==> src/hw/rtl/tirf_pkg.sv <==
`timescale 1ns / 1ps

package tirf_pkg;

  typedef enum logic [1:0] {
    ACT_DATA = 2'd0,
    ACT_EOF  = 2'd1,
    ACT_EOT  = 2'd2,
    ACT_TICK = 2'd3
  } action_t;

  typedef enum logic [5:0] {
    PH_IDLE = 6'b000001,
    PH_HEAD = 6'b000010,
    PH_DATA = 6'b000100,
    PH_PAD  = 6'b001000,
    PH_TAIL = 6'b010000,
    PH_MARK = 6'b100000
  } phase_t;

  // register indexes on the config port
  typedef enum logic {
    REG_BLOCK_FACTOR = 1'b0,
    REG_PAD_LAST     = 1'b1
  } reg_idx_t;

  // pending marker word: bits 1:0 tape mark count, bit 2 end of medium
  localparam logic [2:0] MK_NONE     = 3'b000;
  localparam logic [2:0] MK_EOF      = 3'b001;
  localparam logic [2:0] MK_EOT      = 3'b110;

  localparam logic [7:0] TAPE_MARK_BYTE = 8'h00;
  localparam logic [7:0] EOM_BYTE       = 8'hFF;
  localparam logic [7:0] PAD_BYTE       = 8'h00;
  localparam int         LEN_BYTES      = 4;

  localparam logic [4:0] BF_RESET  = 5'd1;
  localparam logic       PAD_RESET = 1'b1;

  // result of one accepted item, as it enters the output register
  typedef struct packed {
    logic       valid;
    logic       use_mem;
    logic [7:0] data;
    logic       obj_end;
    logic       refused;
  } res_t;

  typedef struct packed {
    logic we;
    logic re;
  } store_ctl_t;

endpackage

==> src/hw/rtl/tirf_ctrl.sv <==
`timescale 1ns / 1ps

module tirf_ctrl #(
  parameter int BUFFER_BYTES = 8192,
  parameter int BLOCK_UNIT = 512,
  localparam int AW = $clog2(BUFFER_BYTES),
  localparam int CW = $clog2(BUFFER_BYTES + 1),
  localparam int PW = $clog2(31 * BLOCK_UNIT + BUFFER_BYTES + 1)
) (
  input  logic                 clk,
  input  logic                 rst_n,
  input  logic                 accept,
  input  tirf_pkg::action_t    action,
  input  logic [7:0]           data_byte,
  input  logic [4:0]           block_factor,
  input  logic                 pad_last,
  output tirf_pkg::res_t       res,
  output tirf_pkg::store_ctl_t st,
  output logic [AW-1:0]        st_addr,
  output logic [7:0]           st_wdata
);
  import tirf_pkg::*;

  phase_t        phase_r, phase_nxt;
  logic [CW-1:0] fill_r, fill_nxt;
  logic [CW-1:0] pos_r, pos_nxt;
  logic [CW-1:0] len_r, len_nxt;
  logic [2:0]    mark_r, mark_nxt;

  logic [4:0]    units;
  logic [PW-1:0] prod;
  logic [CW-1:0] size;
  logic [CW-1:0] pos_inc;
  logic [CW-1:0] fill_inc;
  logic [31:0]   len32;
  logic [7:0]    len_byte;
  logic [2:0]    mark_dec;
  logic [2:0]    mk;

  // record size, saturated to the store depth
  always_comb begin
    units = (block_factor == 5'd0) ? 5'd1 : block_factor;
    prod  = PW'(units) * PW'(BLOCK_UNIT);
    size  = (prod > PW'(BUFFER_BYTES)) ? CW'(BUFFER_BYTES) : prod[CW-1:0];
  end

  assign pos_inc  = pos_r + CW'(1);
  assign fill_inc = fill_r + CW'(1);
  assign len32    = 32'(len_r);
  assign len_byte = len32[8*pos_r[1:0] +: 8];
  assign mark_dec = (mark_r[1:0] != 2'd0) ? (mark_r - 3'd1) : MK_NONE;
  assign mk       = (action == ACT_EOF) ? MK_EOF : MK_EOT;
  assign st_wdata = data_byte;

  always_comb begin
    phase_nxt = phase_r;
    fill_nxt  = fill_r;
    pos_nxt   = pos_r;
    len_nxt   = len_r;
    mark_nxt  = mark_r;
    res       = '0;
    st        = '0;
    st_addr   = fill_r[AW-1:0];
    if (accept) begin
      unique case (action)
        ACT_DATA: begin
          if (phase_r != PH_IDLE) begin
            res.valid   = 1'b1;
            res.refused = 1'b1;
          end else begin
            st.we    = (fill_r < CW'(BUFFER_BYTES));
            fill_nxt = fill_inc;
            if (fill_inc >= size) begin
              len_nxt   = fill_inc;
              pos_nxt   = '0;
              phase_nxt = PH_HEAD;
            end
          end
        end
        ACT_EOF, ACT_EOT: begin
          if (phase_r == PH_IDLE) begin
            mark_nxt = mk;
            pos_nxt  = '0;
            if (fill_r != '0) begin
              len_nxt   = (pad_last && (fill_r < size)) ? size : fill_r;
              phase_nxt = PH_HEAD;
            end else begin
              phase_nxt = PH_MARK;
            end
          end
        end
        ACT_TICK: begin
          unique case (phase_r)
            PH_IDLE: begin
            end
            PH_HEAD: begin
              res.valid = 1'b1;
              res.data  = len_byte;
              if (pos_inc >= CW'(LEN_BYTES)) begin
                pos_nxt   = '0;
                phase_nxt = PH_DATA;
              end else begin
                pos_nxt = pos_inc;
              end
            end
            PH_DATA: begin
              res.valid = 1'b1;
              // bytes past the fill count go out as zero, no store read
              if ((pos_r < fill_r) && (pos_r < CW'(BUFFER_BYTES))) begin
                st.re       = 1'b1;
                st_addr     = pos_r[AW-1:0];
                res.use_mem = 1'b1;
              end
              if (pos_inc >= len_r) begin
                pos_nxt   = '0;
                phase_nxt = len_r[0] ? PH_PAD : PH_TAIL;
              end else begin
                pos_nxt = pos_inc;
              end
            end
            PH_PAD: begin
              res.valid = 1'b1;
              res.data  = PAD_BYTE;
              pos_nxt   = '0;
              phase_nxt = PH_TAIL;
            end
            PH_TAIL: begin
              res.valid = 1'b1;
              res.data  = len_byte;
              if (pos_inc >= CW'(LEN_BYTES)) begin
                res.obj_end = 1'b1;
                fill_nxt    = '0;
                pos_nxt     = '0;
                phase_nxt   = (mark_r != MK_NONE) ? PH_MARK : PH_IDLE;
              end else begin
                pos_nxt = pos_inc;
              end
            end
            PH_MARK: begin
              res.valid = 1'b1;
              res.data  = (mark_r[1:0] != 2'd0) ? TAPE_MARK_BYTE : EOM_BYTE;
              if (pos_inc >= CW'(LEN_BYTES)) begin
                res.obj_end = 1'b1;
                mark_nxt    = mark_dec;
                pos_nxt     = '0;
                phase_nxt   = (mark_dec != MK_NONE) ? PH_MARK : PH_IDLE;
              end else begin
                pos_nxt = pos_inc;
              end
            end
            default: begin
            end
          endcase
        end
        default: begin
        end
      endcase
    end
  end

  always_ff @(posedge clk) begin
    if (!rst_n) begin
      phase_r <= PH_IDLE;
      fill_r  <= '0;
      pos_r   <= '0;
      len_r   <= '0;
      mark_r  <= MK_NONE;
    end else begin
      phase_r <= phase_nxt;
      fill_r  <= fill_nxt;
      pos_r   <= pos_nxt;
      len_r   <= len_nxt;
      mark_r  <= mark_nxt;
    end
  end

  // store writes only happen while filling, reads only while sending data
  a_we_idle: assert property (@(posedge clk) disable iff (!rst_n)
    st.we |-> (phase_r == PH_IDLE))
    else $error("store write outside idle phase");

  a_rd_below_fill: assert property (@(posedge clk) disable iff (!rst_n)
    st.re |-> ((phase_r == PH_DATA) && (pos_r < fill_r)))
    else $error("store read outside data phase or above fill count");

  a_fill_bound: assert property (@(posedge clk) disable iff (!rst_n)
    fill_r <= CW'(BUFFER_BYTES))
    else $error("fill count beyond store depth");

  a_data_pos: assert property (@(posedge clk) disable iff (!rst_n)
    (phase_r == PH_DATA) |-> (pos_r < len_r))
    else $error("data position past record length");

endmodule
==> config.mk <==
export PLATFORM = sky130hd
export DESIGN_NAME = tirf_ctrl
export DESIGN_NICKNAME = d
export VERILOG_FILES = /design/src/hw/rtl/tirf_pkg.sv /design/src/hw/rtl/tirf_ctrl.sv
export SDC_FILE = /design/constraint.sdc
export NUM_CORES = 1
export LEC_CHECK = 0
export ABC_CLOCK_PERIOD_IN_PS = 4700
export BUFFER_PORTS_ARGS = -buffer_cell sky130_fd_sc_hd__buf_2
export CAP_MARGIN = 5
export CORE_MARGIN = 8
export CORE_UTILIZATION = 60
export CTS_CLUSTER_DIAMETER = 150
export DETAILED_ROUTE_END_ITERATION = 8
export GPL_TIMING_DRIVEN = 0
export PLACE_DENSITY = 0.85
export SYNTH_ARGS = -nofsm -noshare
export SYNTH_HDL_FRONTEND = slang
export SYNTH_SLANG_ARGS = --single-unit
==> constraint.sdc <==
create_clock -name clk -period 4.7 [get_ports clk]
set_input_delay 0.47 -clock clk [delete_from_list [all_inputs] [get_ports clk]]
set_output_delay 0.47 -clock clk [all_outputs]
set_load 0.005 [all_outputs]
* Yosys cells after proc, flatten, opt, wreduce, memory -nomap -nowiden
Index checks and enable logic that the tools add are counted.
** Storage, ports and cells
- Word-level logic and storage cells :: 119
- Input port bits :: 19
- Output and inout bits :: 35
- Register bits after elaboration :: 51
** Operators by class
- Multiplexer cells :: 58
- Shift operators :: 1
- Magnitude comparators :: 8
- $add $sub $neg :: 3
- Equal/unequal tests :: 23
- Reduce and logical (&&, ||, !) cells :: 21
** Operators with widths (number)
- $mux 14 :: 14
- $pmux 14 s3 :: 2
- $mux 6 :: 10
- $pmux 14 s2 :: 2
- $mux 13 :: 4
- $shiftx 32x6->8 :: 1
- $pmux 6 s5 :: 1
- $add 14x1->14 const B :: 2
- $ge 14x14->1 :: 2
- $lt 14x14->1 :: 2
- $lt 14x14->1 const B :: 2
- $pmux 6 s3 :: 1
- $pmux 8 s2 :: 1
- $mux 3 :: 5
- $reduce_and 5->1 :: 3
- $ge 14x3->1 const B :: 1
- $gt 14x14->1 const B :: 1
- $reduce_bool 14->1 :: 1
- $mux 12 :: 1
- $ne 3x3->1 const B :: 4
- $ne 6x1->1 const B :: 2
- $mux 1 :: 10
- $mux 10 :: 1
- $mux 5 :: 2
- other kinds (26) :: 39

* Longest topological paths before layout
- Depth in word-level cells :: 10
- Gate-level depth with buffers :: 16
- Gate-level depth less buffers :: 14

* Worst setup path after synthesis
OpenSTA, ideal clock, no wires.
- Kind :: reg2reg
- Start point :: register fill_r[7]
- End point :: register phase_r[0]
- Buffers on the path :: 2
- Clock period less this slack :: 3.682 ns
- Stages on the path, launching flop included :: 16
- Setup slack :: 1.018 ns
- Library setup time :: 0.122 ns
- Arrival time :: 3.559 ns
- Data required time :: 4.578 ns
- Path through :: dfxtp_1 -> clkbuf_1 -> nand3_1 -> or4_1 -> clkbuf_1 -> nor4_1 -> xnor2_1 -> ha_1 -> nand4_1 -> nor3_1 -> and4_1 -> a31oi_1 -> a211oi_2 -> nand3b_2 -> and2_1 -> a311o_1
** On the way
- Cells in the longest elaborated chain, start to end :: 4
** Ends and longest elaborated chain
- start: declaration :: line tirf_ctrl.sv:25 : logic [CW-1:0] fill_r, fill_nxt;
- start signal: assignment :: line tirf_ctrl.sv:170 : fill_r <= fill_nxt;
- $add 14x1->14 :: line tirf_ctrl.sv:48 : assign fill_inc = fill_r + CW'(1);
- $ge 14x14->1 :: line tirf_ctrl.sv:73 : if (fill_inc >= size) begin
- $ne 2x2->1 (no source line)
- $reduce_and 9->1 (no source line)
- end signal: assignment :: line tirf_ctrl.sv:169 : phase_r <= phase_nxt;
- end: declaration :: line tirf_ctrl.sv:24 : phase_t phase_r, phase_nxt;
Every way passes these cells.
A chain may end at the register's enable or synchronous reset.

* Final worst setup path
- Start point :: register fill_r[8]
- End point :: register pos_r[2]
** On the way
- Cells in the longest elaborated chain, start to end :: 4
** Ends and longest elaborated chain
- $add 14x1->14 :: line tirf_ctrl.sv:48
- $ge 14x14->1 :: line tirf_ctrl.sv:73
- $ne 2x2->1 (no source line)
- $reduce_and 5->1 (no source line)
- end signal: assignment :: line tirf_ctrl.sv:171 : pos_r <= pos_nxt;
- end: declaration :: line tirf_ctrl.sv:26 : logic [CW-1:0] pos_r, pos_nxt;
Every way passes these cells.

==> results_dict.tcl <==
set metrics [dict create \
    endpoint_kind "flop" \
    detail_route.iter0.violations 405 \
    antenna_found_initial 0 \
    maxCapViolations 0 \
    std_cell_rows 32 \
    first_pass_iters 7 \
    critPathCapture "pos_r[2]$_SDFFE_PN0P_" \
    grt_pass1_wl_um 22700 \
    irDropWorstVdd_uv 102 \
    die_w_um 104 \
    synth_area_per_cell_sq_um 7.76 \
    nFillCells 690 \
    mostFrequentLayoutCell "buf_2" \
    placedCellCount 742 \
    clock.fmax_mhz 222 \
    path_max_fanout 10 \
    design_area_sq_um 5100 \
    cts_buffer_depth 2 \
    avgViaCountPerCell 6.32 \
    clkLatencyLatePin_ps 320 \
    crit_type "reg -> reg" \
    finalPower_uw 959 \
    numCtsBuffers 5 \
    startpoint "fill_r[8]$_SDFFE_PN0P_" \
    grt_setup_unrepaired "false" \
    gp_congestion 0.943 \
    reg2reg_setup_slack_ps 210 \
    reg2reg_from "fill_r[8]$_SDFFE_PN0P_" \
    synth_xor_area_share_pct 4.35 \
    grt_max_degree 18 \
    postRouteAntennaNets 0 \
    ys_seq_area_share_pct 22.1 \
    ys_ff_latch 51 \
    coreArea_sq_um 7610 \
    hold_path_depth 2 \
    status "complete, no violations" \
    grt_pass1_vias 4519 \
    rr_endpoint "pos_r[2]$_SDFFE_PN0P_" \
    insertedDiodeCount 0 \
    ioPinCount 54 \
    setup_viol 0 \
    area_delta_synth_final_pct 10.3 \
    detailed_place_hpwl_um 11000 \
    synth_compound_area_share_pct 22.9 \
    track_usage_pct 25.4 \
    die_area_sq_um 10800 \
    dp_slack_ps 226 \
    r2r_cells 17 \
    grt_overflow 0 \
    crit_arrival_ps 4730 \
    yosys_warnings 0 \
    syn_area_sq_um 4630 \
    worstMarginPinSlew_ps 996 \
    maxSlewHeadroom_pct 33.1 \
    critical_path_required_ps 4940 \
    synth_simple_gate_area_share_pct 23.7 \
    post-route-min-period_ps 4490 \
    routedWlPerCell_um 18.8 \
    syn_nets 659 \
    cts-root-buf "clkbuf_8" \
    finClkSkew_ps 13.8 \
    synthAdderAreaFrac_pct 12.1 \
    synth_top_family_by_area "simple AND/OR/NAND/NOR gates" \
    start_util_pct 60.8 \
    vias 4764 \
    layout_common_cells "buf_2 (56), nand2_1 (51), dfxtp_1 (51)" \
    syn_inst 596 \
    synthFlopType "dfxtp_1" \
    yosys-mux-area-fraction_pct 5.25 \
    placed_area_sq_um 4970 \
    clkSlewWorstSetupHoldPaths_ps 100 \
    clock-sinks 51 \
    maxSlewViolCount 0 \
    fin_nets 714 \
    fin_cells 754 \
    fin_crit_sh_pct 95.6 \
    tritoncts "yes" \
    io_buffers 44 \
    htree_levels 2 \
    yosysUniqueCellTypes 67 \
    fin_tns_setup_ps 0 \
    die_y_um 104 \
    async_reset_ff_share_pct 0 \
    worst_slack_ps 206 \
    drive_above_1_share_pct 16.9 \
    synth_edf_count 0 \
    p_per_area_nw_per_um2 188 \
    p_leak_uw 0.00214 \
    drc_errors 0 \
    startpoint_type "flop" \
    ctsHoldBuffers 0 \
    drt_wl_total_um 14200 \
    hold_path_class "reg -> reg" \
    hold_viol_final 0 \
]
[synthesized netlist by cell type (8+ instances only)]
cell type	n	area (sq um)
dfxtp_1	51	1020
nand2_1	51	191
ha_1	44	551
nor2_1	43	161
inv_1	42	158
o21ai_0	40	200
clkbuf_1	24	90.1
xnor2_1	18	158
a21oi_1	17	85.1
nand3_1	17	85.1
a31oi_1	14	87.6
buf_4	14	105
mux2i_1	13	130
buf_2	12	60.1
nand4_1	12	75.1
nor3_1	12	60.1
a22o_1	11	96.3
nand2b_1	11	68.8
mux2_2	10	113
o21a_1	10	75.1
a21o_1	8	60.1
[worst min path at each step]
stage                                 startpoint                endpoint  slack (ps)
after floorplan           len_r[10]$_SDFFE_PN0P_  len_r[10]$_SDFFE_PN0P_         470
after global placement    pos_r[13]$_SDFFE_PN0P_  pos_r[13]$_SDFFE_PN0P_         510
after detailed placement  pos_r[13]$_SDFFE_PN0P_  pos_r[13]$_SDFFE_PN0P_         520
after CTS                 pos_r[13]$_SDFFE_PN0P_  pos_r[13]$_SDFFE_PN0P_         530
after global routing      pos_r[13]$_SDFFE_PN0P_  pos_r[13]$_SDFFE_PN0P_         560
final                     pos_r[13]$_SDFFE_PN0P_  pos_r[13]$_SDFFE_PN0P_         540
[through the flow]
step | utilization (%) | hold WS [ps]
after floorplan | - | 467
after global placement | 65.4 | 505
after detailed placement | 65.4 | 515
after CTS | 66.6 | 532
after global routing | 67.1 | 563
final | 67.1 | 542
[worst max-delay path, stage by stage (launching register included)]
cell      delay, ps
dfxtp_1         330
clkbuf_1        340
nand3_1         170
or4_1           530
clkbuf_1        210
nor4_1          270
xnor2_1         270
ha_1            330
nand4_1         130
nor3_1           70
and4_1          220
a31oi_2         370
a211oi_2         80
buf_4           170
nor2_1          340
clkbuf_2        340
a32oi_1          80
o21ai_0         140
[cell families after synthesis]
kind of cell,count (synthesis)
and+or+nand+nor,204
AOI/OAI and AO/OA,155
buffers and inverters,95
DFF,51
adders and majority gates,45
xor gates and xnor gates,23
muxes,23
[final cells by class]
type                       count  area, sq um  share of cell area, %
clock buffer                   5         68.8                   1.35
tap                          102          128                   2.50
sequential                    51         1020                   20.0
inverter                      42          158                   3.09
multi-input combinational    450         3170                   62.0
clock inverter                 3         22.5                  0.441
buffer                        53          290                   5.69
timing repair buffer          48          250                   4.90
[power breakdown]
| part | total (uW) | switching [uW] | internal, uW |
|---|---|---|---|
| Sequential | 465 | 17.6 | 447 |
| Combinational | 218 | 134 | 84.6 |
| Clock | 276 | 168 | 107 |
[state kept, by name (all words and copies together), names as in the netlist]
register  count
fill_r       14
len_r        14
pos_r        14
phase_r       6
mark_r        3
[what timing repair did]
| item | in CTS | in global routing |
|---|---|---|
| buffers inserted | 0 | 4 |
| endpoints found under the setup margin | 0 | 17 |
| gates resized for setup | 0 | 3 |
| endpoints found under the hold margin | 0 | 0 |
[metal layers]
metal | wire length, um | global-route usage (%) | up-vias
li1 | - | - | 2252
met1 | 5870 | 31.1 | 2218
met2 | 6680 | 42.2 | 251
met3 | 1150 | 5.08 | 43
met4 | 481 | 11.2 | 0
met5 | 0 | 0 | -
(Power assumes the default switching activity.)
